**config.mk**
```make
export PLATFORM = sky130hd
export DESIGN_NAME = button_click_classifier
export DESIGN_NICKNAME = d
export VERILOG_FILES = /design/src/rtl/bcc_pkg.sv /design/src/rtl/bcc_cfg.sv /design/src/rtl/bcc_core.sv /design/src/rtl/button_click_classifier.sv
export SDC_FILE = /design/constraint.sdc
export NUM_CORES = 1
export LEC_CHECK = 0
export BUFFER_PORTS_ARGS = -buffer_cell sky130_fd_sc_hd__buf_2
export CELL_PAD_IN_SITES_DETAIL_PLACEMENT = 0
export CELL_PAD_IN_SITES_GLOBAL_PLACEMENT = 1
export CORE_MARGIN = 2
export CORE_UTILIZATION = 30
export CTS_BUF_LIST = sky130_fd_sc_hd__clkbuf_8
export DETAILED_ROUTE_END_ITERATION = 8
export GPL_TIMING_DRIVEN = 0
export HOLD_SLACK_MARGIN = 0.05
export PLACE_DENSITY = 0.67
export REMOVE_ABC_BUFFERS = 1
export SLEW_MARGIN = 40
export SYNTH_ARGS = -nofsm -noshare
export SYNTH_HDL_FRONTEND = slang
export SYNTH_SLANG_ARGS = --single-unit
```
**constraint.sdc**
```tcl
create_clock -name clk -period 6.87 [get_ports clk]
set_input_delay 0.3435 -clock clk [delete_from_list [all_inputs] [get_ports clk]]
set_output_delay 0.3435 -clock clk [all_outputs]
set_load 0.03 [all_outputs]
```
**src/rtl/bcc_pkg.sv**
```systemverilog
`timescale 1ns / 1ps
`default_nettype none
// ----------------------------------------------------------------------------
// bcc_pkg
// shared types and constants for the button click classifier
// ----------------------------------------------------------------------------
package bcc_pkg;

	localparam int TimeW  = 32;
	localparam int CfgW   = 16;
	localparam int EventW = 2;
	localparam int AddrW  = 4;
	localparam int DataW  = 32;

	typedef enum logic [1:0] {
		PH_IDLE     = 2'd0,
		PH_PRESSED  = 2'd1,
		PH_WAIT_DBL = 2'd2,
		PH_PRESSED2 = 2'd3
	} phase_t;

	typedef enum logic [1:0] {
		REG_DEBOUNCE   = 2'd0,
		REG_LONG_PRESS = 2'd1,
		REG_DOUBLE_GAP = 2'd2,
		REG_NONE       = 2'd3
	} reg_idx_t;

	localparam logic [EventW-1:0] EV_NONE   = 2'd0;
	localparam logic [EventW-1:0] EV_SINGLE = 2'd1;
	localparam logic [EventW-1:0] EV_DOUBLE = 2'd2;

	localparam logic [CfgW-1:0] DEBOUNCE_RST   = 16'd20;
	localparam logic [CfgW-1:0] LONG_PRESS_RST = 16'd2000;
	localparam logic [CfgW-1:0] DOUBLE_GAP_RST = 16'd300;

	typedef struct packed {
		logic [CfgW-1:0] debounce_ms;
		logic [CfgW-1:0] long_press_ms;
		logic [CfgW-1:0] double_gap_ms;
	} cfg_t;

endpackage
`default_nettype wire

```
**src/rtl/bcc_cfg.sv**
```systemverilog
`timescale 1ns / 1ps
`default_nettype none
// ----------------------------------------------------------------------------
// bcc_cfg
// apb register file holding the three timing registers
// ----------------------------------------------------------------------------
module bcc_cfg
	import bcc_pkg::*;
(
	input  wire logic             clk,
	input  wire logic             arst_n,
	input  wire logic             psel,
	input  wire logic             penable,
	input  wire logic             pwrite,
	input  wire logic [AddrW-1:0] paddr,
	input  wire logic [DataW-1:0] pwdata,
	output logic      [DataW-1:0] prdata,
	output logic                  pready,
	output cfg_t                  cfg
);

	cfg_t     cfg_q;
	reg_idx_t idx;
	logic     wr_en;

	assign idx    = reg_idx_t'(paddr[3:2]);
	assign wr_en  = psel & penable & pwrite;
	assign pready = 1'b1;
	assign cfg    = cfg_q;

	always_ff @(posedge clk or negedge arst_n) begin
		if (!arst_n) begin
			cfg_q.debounce_ms   <= DEBOUNCE_RST;
			cfg_q.long_press_ms <= LONG_PRESS_RST;
			cfg_q.double_gap_ms <= DOUBLE_GAP_RST;
		end else if (wr_en) begin
			unique case (idx)
				REG_DEBOUNCE:   cfg_q.debounce_ms   <= pwdata[CfgW-1:0];
				REG_LONG_PRESS: cfg_q.long_press_ms <= pwdata[CfgW-1:0];
				REG_DOUBLE_GAP: cfg_q.double_gap_ms <= pwdata[CfgW-1:0];
				default: ;
			endcase
		end
	end

	always_comb begin
		prdata = '0;
		unique case (idx)
			REG_DEBOUNCE:   prdata[CfgW-1:0] = cfg_q.debounce_ms;
			REG_LONG_PRESS: prdata[CfgW-1:0] = cfg_q.long_press_ms;
			REG_DOUBLE_GAP: prdata[CfgW-1:0] = cfg_q.double_gap_ms;
			default:        prdata = '0;
		endcase
	end

endmodule
`default_nettype wire

```
**src/rtl/bcc_core.sv**
```systemverilog
`timescale 1ns / 1ps
`default_nettype none
// ----------------------------------------------------------------------------
// bcc_core
// debounce test and click phase machine, one sample per enabled cycle
// ----------------------------------------------------------------------------
module bcc_core
	import bcc_pkg::*;
(
	input  wire logic              clk,
	input  wire logic              arst_n,
	input  wire logic              en,
	input  wire logic [TimeW-1:0]  now_ms,
	input  wire logic              pressed_level,
	input  wire cfg_t              cfg,
	output logic      [EventW-1:0] click_event
);

	phase_t             phase_q, phase_d;
	logic [TimeW-1:0]   last_edge_q, release_q, press_start_q;
	logic               stable_q;

	logic [TimeW-1:0]   since_edge, since_press, since_release;
	logic               edge_ok, press_edge, release_edge;
	logic               held_long, released_now, gap_over;

	// all differences wrap mod 2^32
	assign since_edge    = now_ms - last_edge_q;
	assign since_press   = now_ms - press_start_q;
	assign since_release = now_ms - release_q;

	assign edge_ok      = (pressed_level != stable_q) &&
	                      (since_edge >= {{(TimeW-CfgW){1'b0}}, cfg.debounce_ms});
	assign press_edge   = edge_ok & pressed_level;
	assign release_edge = edge_ok & ~pressed_level;
	assign held_long    = since_press >= {{(TimeW-CfgW){1'b0}}, cfg.long_press_ms};
	assign released_now = release_edge && (phase_q == PH_PRESSED) && !held_long;
	// a release in this very sample sees a zero gap, so only an older release can time out
	assign gap_over     = (phase_q == PH_WAIT_DBL) && !press_edge &&
	                      (since_release > {{(TimeW-CfgW){1'b0}}, cfg.double_gap_ms});

	// next phase
	always_comb begin
		phase_d = phase_q;
		if (press_edge) begin
			phase_d = (phase_q == PH_WAIT_DBL) ? PH_PRESSED2 : PH_PRESSED;
		end else if (release_edge) begin
			unique case (phase_q)
				PH_PRESSED:  phase_d = held_long ? PH_IDLE : PH_WAIT_DBL;
				PH_PRESSED2: phase_d = PH_IDLE;
				default:     phase_d = phase_q;
			endcase
		end
		if (gap_over) begin
			phase_d = PH_IDLE;
		end
	end

	// event
	always_comb begin
		click_event = EV_NONE;
		if (release_edge && phase_q == PH_PRESSED2) begin
			click_event = EV_DOUBLE;
		end
		if (gap_over) begin
			click_event = EV_SINGLE;
		end
	end

	always_ff @(posedge clk or negedge arst_n) begin
		if (!arst_n) begin
			phase_q       <= PH_IDLE;
			last_edge_q   <= '0;
			release_q     <= '0;
			press_start_q <= '0;
			stable_q      <= 1'b0;
		end else if (en) begin
			phase_q <= phase_d;
			if (edge_ok) begin
				last_edge_q <= now_ms;
				stable_q    <= pressed_level;
			end
			if (press_edge && phase_q != PH_WAIT_DBL) begin
				press_start_q <= now_ms;
			end
			if (released_now) begin
				release_q <= now_ms;
			end
		end
	end

endmodule
`default_nettype wire

```
**src/rtl/button_click_classifier.sv**
```systemverilog
`timescale 1ns / 1ps
`default_nettype none
// ----------------------------------------------------------------------------
// button_click_classifier
// debounced single / double click detector on timestamped button samples
// ----------------------------------------------------------------------------
// channel  | dir | beat contents
// s_*      | in  | tdata[31:0] now_ms, tdata[32] pressed_level
// m_*      | out | tdata[1:0] click_event (0 none, 1 single, 2 double)
// apb      | in  | regs at 0x0 debounce_ms, 0x4 long_press_ms, 0x8 double_gap_ms
//
// one beat per cycle sustained while the output is ready; each beat is held in
// the input register, then the phase machine and the three 32-bit subtract-compares
// produce its event into the output register
// reset clears state and returns registers to 20 / 2000 / 300 ms
// a stalled output holds the pipe; the input register still fills once
// ----------------------------------------------------------------------------
module button_click_classifier
	import bcc_pkg::*;
(
	input  wire logic             clk,
	input  wire logic             arst_n,
	input  wire logic             s_tvalid,
	output logic                  s_tready,
	input  wire logic [39:0]      s_tdata,   // now_ms[31:0], pressed_level[32], zero pad
	output logic                  m_tvalid,
	input  wire logic             m_tready,
	output logic      [7:0]       m_tdata,   // click_event[1:0], zero pad
	input  wire logic             psel,
	input  wire logic             penable,
	input  wire logic             pwrite,
	input  wire logic [AddrW-1:0] paddr,
	input  wire logic [DataW-1:0] pwdata,
	output logic      [DataW-1:0] prdata,
	output logic                  pready
);

	cfg_t              cfg;
	logic              valid_s1;
	logic [TimeW-1:0]  now_s1;
	logic              level_s1;
	logic              advance;
	logic [EventW-1:0] event_d;
	logic [EventW-1:0] event_s2;
	logic              valid_s2;

	assign advance  = valid_s1 & (~valid_s2 | m_tready);
	assign s_tready = ~valid_s1 | advance;

	always_ff @(posedge clk or negedge arst_n) begin
		if (!arst_n) begin
			valid_s1 <= 1'b0;
			valid_s2 <= 1'b0;
		end else begin
			if (s_tready) begin
				valid_s1 <= s_tvalid;
			end
			if (advance) begin
				valid_s2 <= 1'b1;
			end else if (m_tready) begin
				valid_s2 <= 1'b0;
			end
		end
	end

	always_ff @(posedge clk) begin
		if (s_tready && s_tvalid) begin
			now_s1   <= s_tdata[TimeW-1:0];
			level_s1 <= s_tdata[TimeW];
		end
		if (advance) begin
			event_s2 <= event_d;
		end
	end

	bcc_cfg u_cfg (
		.clk     (clk),
		.arst_n  (arst_n),
		.psel    (psel),
		.penable (penable),
		.pwrite  (pwrite),
		.paddr   (paddr),
		.pwdata  (pwdata),
		.prdata  (prdata),
		.pready  (pready),
		.cfg     (cfg)
	);

	bcc_core u_core (
		.clk           (clk),
		.arst_n        (arst_n),
		.en            (advance),
		.now_ms        (now_s1),
		.pressed_level (level_s1),
		.cfg           (cfg),
		.click_event   (event_d)
	);

	assign m_tvalid = valid_s2;
	assign m_tdata  = {{(8-EventW){1'b0}}, event_s2};

endmodule
`default_nettype wire
```
Word level (Yosys, flattened, before mapping)
Cells that the tools add are included.
- word-level logic and storage cells: 67
- input bits: 83
- register bits: 184
- bitwise operators: 10
- order comparisons: 3
- eq/ne operators: 7
- $add $sub $neg: 3
- multiplexer cells: 10
- reduce and logical (&&, ||, !) cells: 21
- operator list (cell ; count):
    subtractor 32 bit ; 3
    >= comparator 32 x 16 -> 1 bit ; 2
    case mux 16 bit (3 select lines) ; 1
    greater-than comparator 32 x 16 -> 1 bit ; 1
    2-to-1 mux 2 bit ; 6
    AND reduction 2 bit ; 6
    logical AND 1 bit ; 8
    equality test 2 bit, second input constant ; 3
    AND 1 bit ; 5
    equality test 2 x 1 -> 1 bit, second input constant ; 2
    case mux 2 bit (2 select lines) ; 1
    nonzero test 4 bit ; 1
    inverter 1 bit ; 3
    AND reduction 3 bit ; 1
    nonzero test 3 bit ; 1
    zero test 1 bit ; 2
    zero test 2 bit ; 1
    2-to-1 mux 1 bit ; 2
    != test 2 bit, second input constant ; 1
    OR 1 bit ; 2
    nonzero test 2 bit ; 1
    != test 1 bit ; 1

Logic depth before layout (Yosys ltp)
- depth after elaboration: 9
- depth in mapped cells: 24
- gate-level depth less buffers: 23

Modules after synthesis
From an unflattened synthesis, not the netlist that was laid out.
- cell total of the unflattened synthesis: 1490
- area total of the unflattened synthesis: 14282.4 sq um
- by module, submodules not included (module ; area an instance (sq um) ; sequential area each (sq um) ; instances ; cells an instance):
    bcc_core ; 10731.5 ; 2477.4 ; 1 ; 1262
    bcc_cfg ; 2347.3 ; 1216.2 ; 1 ; 178
    button_click_classifier ; 1203.7 ; 1101.1 ; 1 ; 50

Worst setup path after synthesis
OpenSTA, ideal clock, no wires.
- kind: reg2reg
- start: register now_s1[6]
- end: register u_core.release_q[10]
- data arrival time: 4595 ps
- period minus slack after synthesis: 4720 ps
- data required time: 6745 ps
- path buffers: 2
- stages on the path, launching flop included: 19
- path slack: 2150 ps
- cells stage by stage: edfxtp_1 > ha_1 > a2111o_1 > o21a_1 > o21ai_0 > o21ai_0 > xor2_1 > ha_1 > or4_1 > nor4_1 > o2111ai_1 > nand4b_1 > a2111oi_0 > o2111a_1 > nand2b_4 > buf_6 > nor4_4 > buf_6 > mux2_4
- word-level cells in the longest chain between the ends: 7
- elaborated cells on any way between the ends: 10
- classes of those cells: add/sub (2); order compare (2); bitwise (1); reduce/logical (5)
- ends and longest elaborated chain (element ; line ; RTL):
    start: declaration ; button_click_classifier.sv:40 ; logic [TimeW-1:0] now_s1;
    start signal: assignment ; button_click_classifier.sv:68 ; now_s1 <= s_tdata[TimeW-1:0];
    subtractor 32 bit ; bcc_core.sv:28 ; assign since_edge = now_ms - last_edge_q;
    >= comparator 32 x 16 -> 1 bit ; bcc_core.sv:33 ; (since_edge >= {{(TimeW-CfgW){1'b0}}, cfg.debounce_ms});
    logical AND 1 bit ; bcc_core.sv:32 ; assign edge_ok = (pressed_level != stable_q) &&
    AND 1 bit ; bcc_core.sv:35 ; assign release_edge = edge_ok & ~pressed_level;
    logical AND 1 bit ; bcc_core.sv:37 ; assign released_now = release_edge && (phase_q == PH_PRESSED) && !held_long;
    logical AND 1 bit (*) ; bcc_core.sv:37 ;
    AND reduction 2 bit (no source line) (*) ; - ;
    end signal: assignment ; bcc_core.sv:87 ; release_q <= now_ms;
    end: declaration ; bcc_core.sv:20 ; logic [TimeW-1:0] last_edge_q, release_q, press_start_q;
Mark *: on every way between the ends. The rest lies on a longest branch, timed or not.
A chain may end at the register's enable or synchronous reset.

Worst setup path after layout
- start: register now_s1[1]
- end: register u_core.release_q[2]
Same word-level chain as after synthesis.

==> summary.md <==
| Metric | Value |
|---|---|
| Drt first pass iters | `5` |
| Hold Path Stages | `3` |
| Final setup fails | `0` |
| Sink Count | `184` |
| Skew-Pair Late Insertion Delay | `0.52 ns` |
| Routed len/inst | `16.1 microns` |
| Synth Area in Simple Gates | `0.143` |
| Area growth syn-to-layout | `13.8%` |
| Synth top area cells | `dfrtp_1 (25%), ha_1 (13%), edfxtp_1 (7.5%), o21ai_0 (6.1%), nand2_1 (5.2%)` |
| Non-filler instance count after layout | `2323` |
| CP dominant cell by count | `buf_4` |
| Startpoint of the worst hold path | `m_tready` |
| Final setup margin | `0.458 ns` |
| Max-cap viol count | `0` |
| GRT Residual Overflow | `0` |
| Synth Area in XOR/XNOR | `0.0363` |
| RSZ-0062 raised after global routing | `false` |
| Pwr Density | `284 nW/um^2` |
| Final core occ | `0.344` |
| Clk buf depth | `2` |
| Pre-CTS WS | `0.305 ns` |
| Worst Path Class, Setup | `register to register` |
| Post-synthesis mux area share | `0.0677` |
| Status | `finished, final reports clean` |
| R2R setup slack | `0.46 ns` |
| Critical path cell sequence | `inv_1 -> fa_1 -> nand2b_1 -> a21oi_1 -> o21ai_0 -> and2_1 -> xnor2_1 -> ha_1 -> a211o_1 -> o211ai_1 -> o221a_2 -> o2111a_1 -> o2111ai_1 -> nand4b_1 -> a2111oi_1 -> o2111a_1 -> nand2b_4 -> nor4_4 -> buf_4 -> buf_4 -> buf_4 -> buf_4 -> mux2_4` |
| Post-Place Cells | `2241` |
| FFs w/ async S/R, synth | `0.810` |
| Initial antenna violation count | `0` |
| Post-synthesis sequential area ratio | `0.343` |
| Worst Hold End | `m_tvalid` |
| # Post-CTS Setup Buffers | `0` |
| Post-synth top flop | `dfrtp_1` |
| Fin nets | `1930` |
| Post-layout min period | `6.41 ns` |
| Crit path largest cell delay | `0.61 ns` |
| Critical register-to-register path startpoint | `now_s1[1]` |
| Crit end category | `register` |
| Syn Std Cell Area | `14000 sq um` |
| Crit share post-route | `0.933` |
| Clock Skew | `0.0189 ns` |
| Largest net degree at the start of global routing | `68` |
| Synth cell types | `77` |
| GR Util All Layers | `0.158` |
| Die Wd | `220 microns` |
| CTS clock-pin slew for the worst setup and hold paths | `0.09 ns` |
| Largest family of logic cells by synthesized area | `compound AO/OA/AOI/OAI gates` |
| YS warnings | `0` |
| Post-synthesis compound-gate area fraction | `0.204` |
| Fin. max-slew vios | `0` |
| Starting Density | `0.302` |
| First-pass GRT wire length | `59600 microns` |
| Req. time, crit path | `7.28 ns` |
| Yosys reg bits | `184` |
| Cell count after synthesis | `1595` |
| Port buffer count | `77` |
| Via density | `4.94` |
| Leak | `6.93 nW` |
| Worst vdd ir | `0.119 mV` |
| Die area | `48400 sq um` |
| Post-Syn Area per Cell | `8.77 sq um` |
| Fmax | `156 MHz` |
| CTS tree | `done` |
| N_diodes | `0` |
| Buf/Inv on CP | `5` |
| Worst slew pin tran | `0.718 ns` |
| Hold Slack | `0.104 ns` |
| Routability cong. | `0.859` |
| Ports | `126` |
| Core ar. | `46300 sq um` |
| Hold Crit Class | `input port to register` |
| Crit path arrival time | `6.82 ns` |
| # rows | `79` |
| Slowest-stage cell, CP | `edfxtp_1` |
| Crit path max fanout | `8` |
| DP HPWL | `29600 microns` |
| Reg2Reg Depth | `23` |
| Antenna-violating nets left | `0` |
| DRC | `0` |
| Cts bufs inserted | `17` |
| Clock Root Buffer | `clkbuf_8` |
| Setup crit start kind | `register` |
| Synth top area share | `0.245` |
| Detailed-route via count | `11500` |
| Hold Fails Final Rpt | `0` |
| Max transition margin | `0.521` |
| Synth top cells by count | `nand2_1 (193), o21ai_0 (171), inv_1 (170)` |
| DRT iter0 DRCs | `647` |
| RR Endpoint | `u_core.release_q[2]` |
| Die height | `220 microns` |
| Largest delay contributor family on the critical path | `compound AO/OA/AOI/OAI gates` |
| Most common cell in the synthesized netlist | `nand2_1` |
| Final wirelength | `37400 microns` |
| Largest area contributor in the netlist | `dfrtp_1` |
| Vias in the first global route | `11000` |
| Share of post-route cells with drive strength above 1 | `0.122` |
| Number of enable flip-flop cells after synthesis | `35` |
| Post-Synth Adder-Cell Area | `0.130` |
| H-tree levels | `4` |
[how the worst max path moves through the flow]
stage          startpoint                 endpoint  slack [ns]  depth (start not counted)
4_1_cts         now_s1[6]      u_core.release_q[2]        0.26                         20
5_1_grt         now_s1[1]      u_core.release_q[5]        0.11                         23
2_1_floorplan   now_s1[6]      u_core.release_q[0]        1.27                         17
3_5_place_dp    now_s1[6]      u_core.release_q[5]        0.31                         20
6_report        now_s1[1]      u_core.release_q[2]        0.46                         23
3_3_place_gp    now_s1[6]  u_core.press_start_q[0]       -0.46                         16
[power breakdown]
group	internal, W	switching [W]
logic	0.000944	0.00141
clock network	0.000313	0.000418
registers	0.00133	0.000109
total	0.00258	0.00193
[per-stage QoR]
| step | area, sq um | total power, W | setup TNS [ns] |
|---|---|---|---|
| final | 15900 | 0.00452 | 0 |
| after global routing | 15900 | 0.00494 | 0 |
| after CTS | 15900 | 0.00456 | 0 |
| after detailed placement | 15000 | 0.00378 | 0 |
| after global placement | 14800 | 0.00374 | -18.47 |
| after floorplan | 13700 | 0.00316 | 0 |
[layout make-up]
cell class | count | area, sq um
tap | 607 | 759
inverter | 170 | 638
timing repair buffer | 145 | 1080
clock inverter | 12 | 101
fill | 4864 | 30300
sequential | 184 | 4790
multi-input combinational | 1185 | 8260
clock buffer | 20 | 275
[cells by family after synthesis]
group / after synthesis
and+or+nand+nor: 423
xor gates and xnor gates: 58
muxes: 77
other: 2
adders and majority gates: 144
AOI/OAI and AO/OA: 460
buffers and inverters: 247
DFF: 184
[per-layer routing]
| layer | share of wire | vias up | global-route usage |
|---|---|---|---|
| met5 | 0 | - | 0 |
| met4 | 0.016 | 0 | 0.0468 |
| met3 | 0.028 | 30 | 0.0200 |
| met2 | 0.45 | 169 | 0.252 |
| met1 | 0.51 | 5453 | 0.223 |
| li1 | - | 5823 | - |
[worst min-delay path, stage by stage]
cell and delay [ns]:
buf_2 0.08, nand2b_1 0.10, nand2b_1 0.06
[repair_timing]
action | in CTS | in global routing
endpoints found under the setup margin | 0 | 8
gates resized for setup | 0 | 2
hold endpoints to repair | 153 | 0
hold buffers | 50 | 0
[sequential cells by signal, indices dropped and copies added (netlist names)]
signal,count
u_core.phase_q,2
m_tvalid,1
now_s1,32
event_s2,2
u_cfg.cfg,48
u_core.release_q,32
u_core.stable_q,1
level_s1,1
u_core.press_start_q,32
valid_s1,1
u_core.last_edge_q,32
[placed cells by master, fill, tap and decap left out, drive strengths merged, types with 25 or more instances in the layout]
cell type    synthesis  layout
buf                 35      95
dlygate4sd3          0      50
inv                170     174
dfrtp              137     137
edfxtp              35      35
mux2                54      54
nand4               25      25
nand2              193     193
nand3               31      31
xnor2               36      36
ha                 141     141
a21oi              115     115
nor2                63      63
a21o                27      27
o21ai              173     173
(Power assumes the default switching activity.)
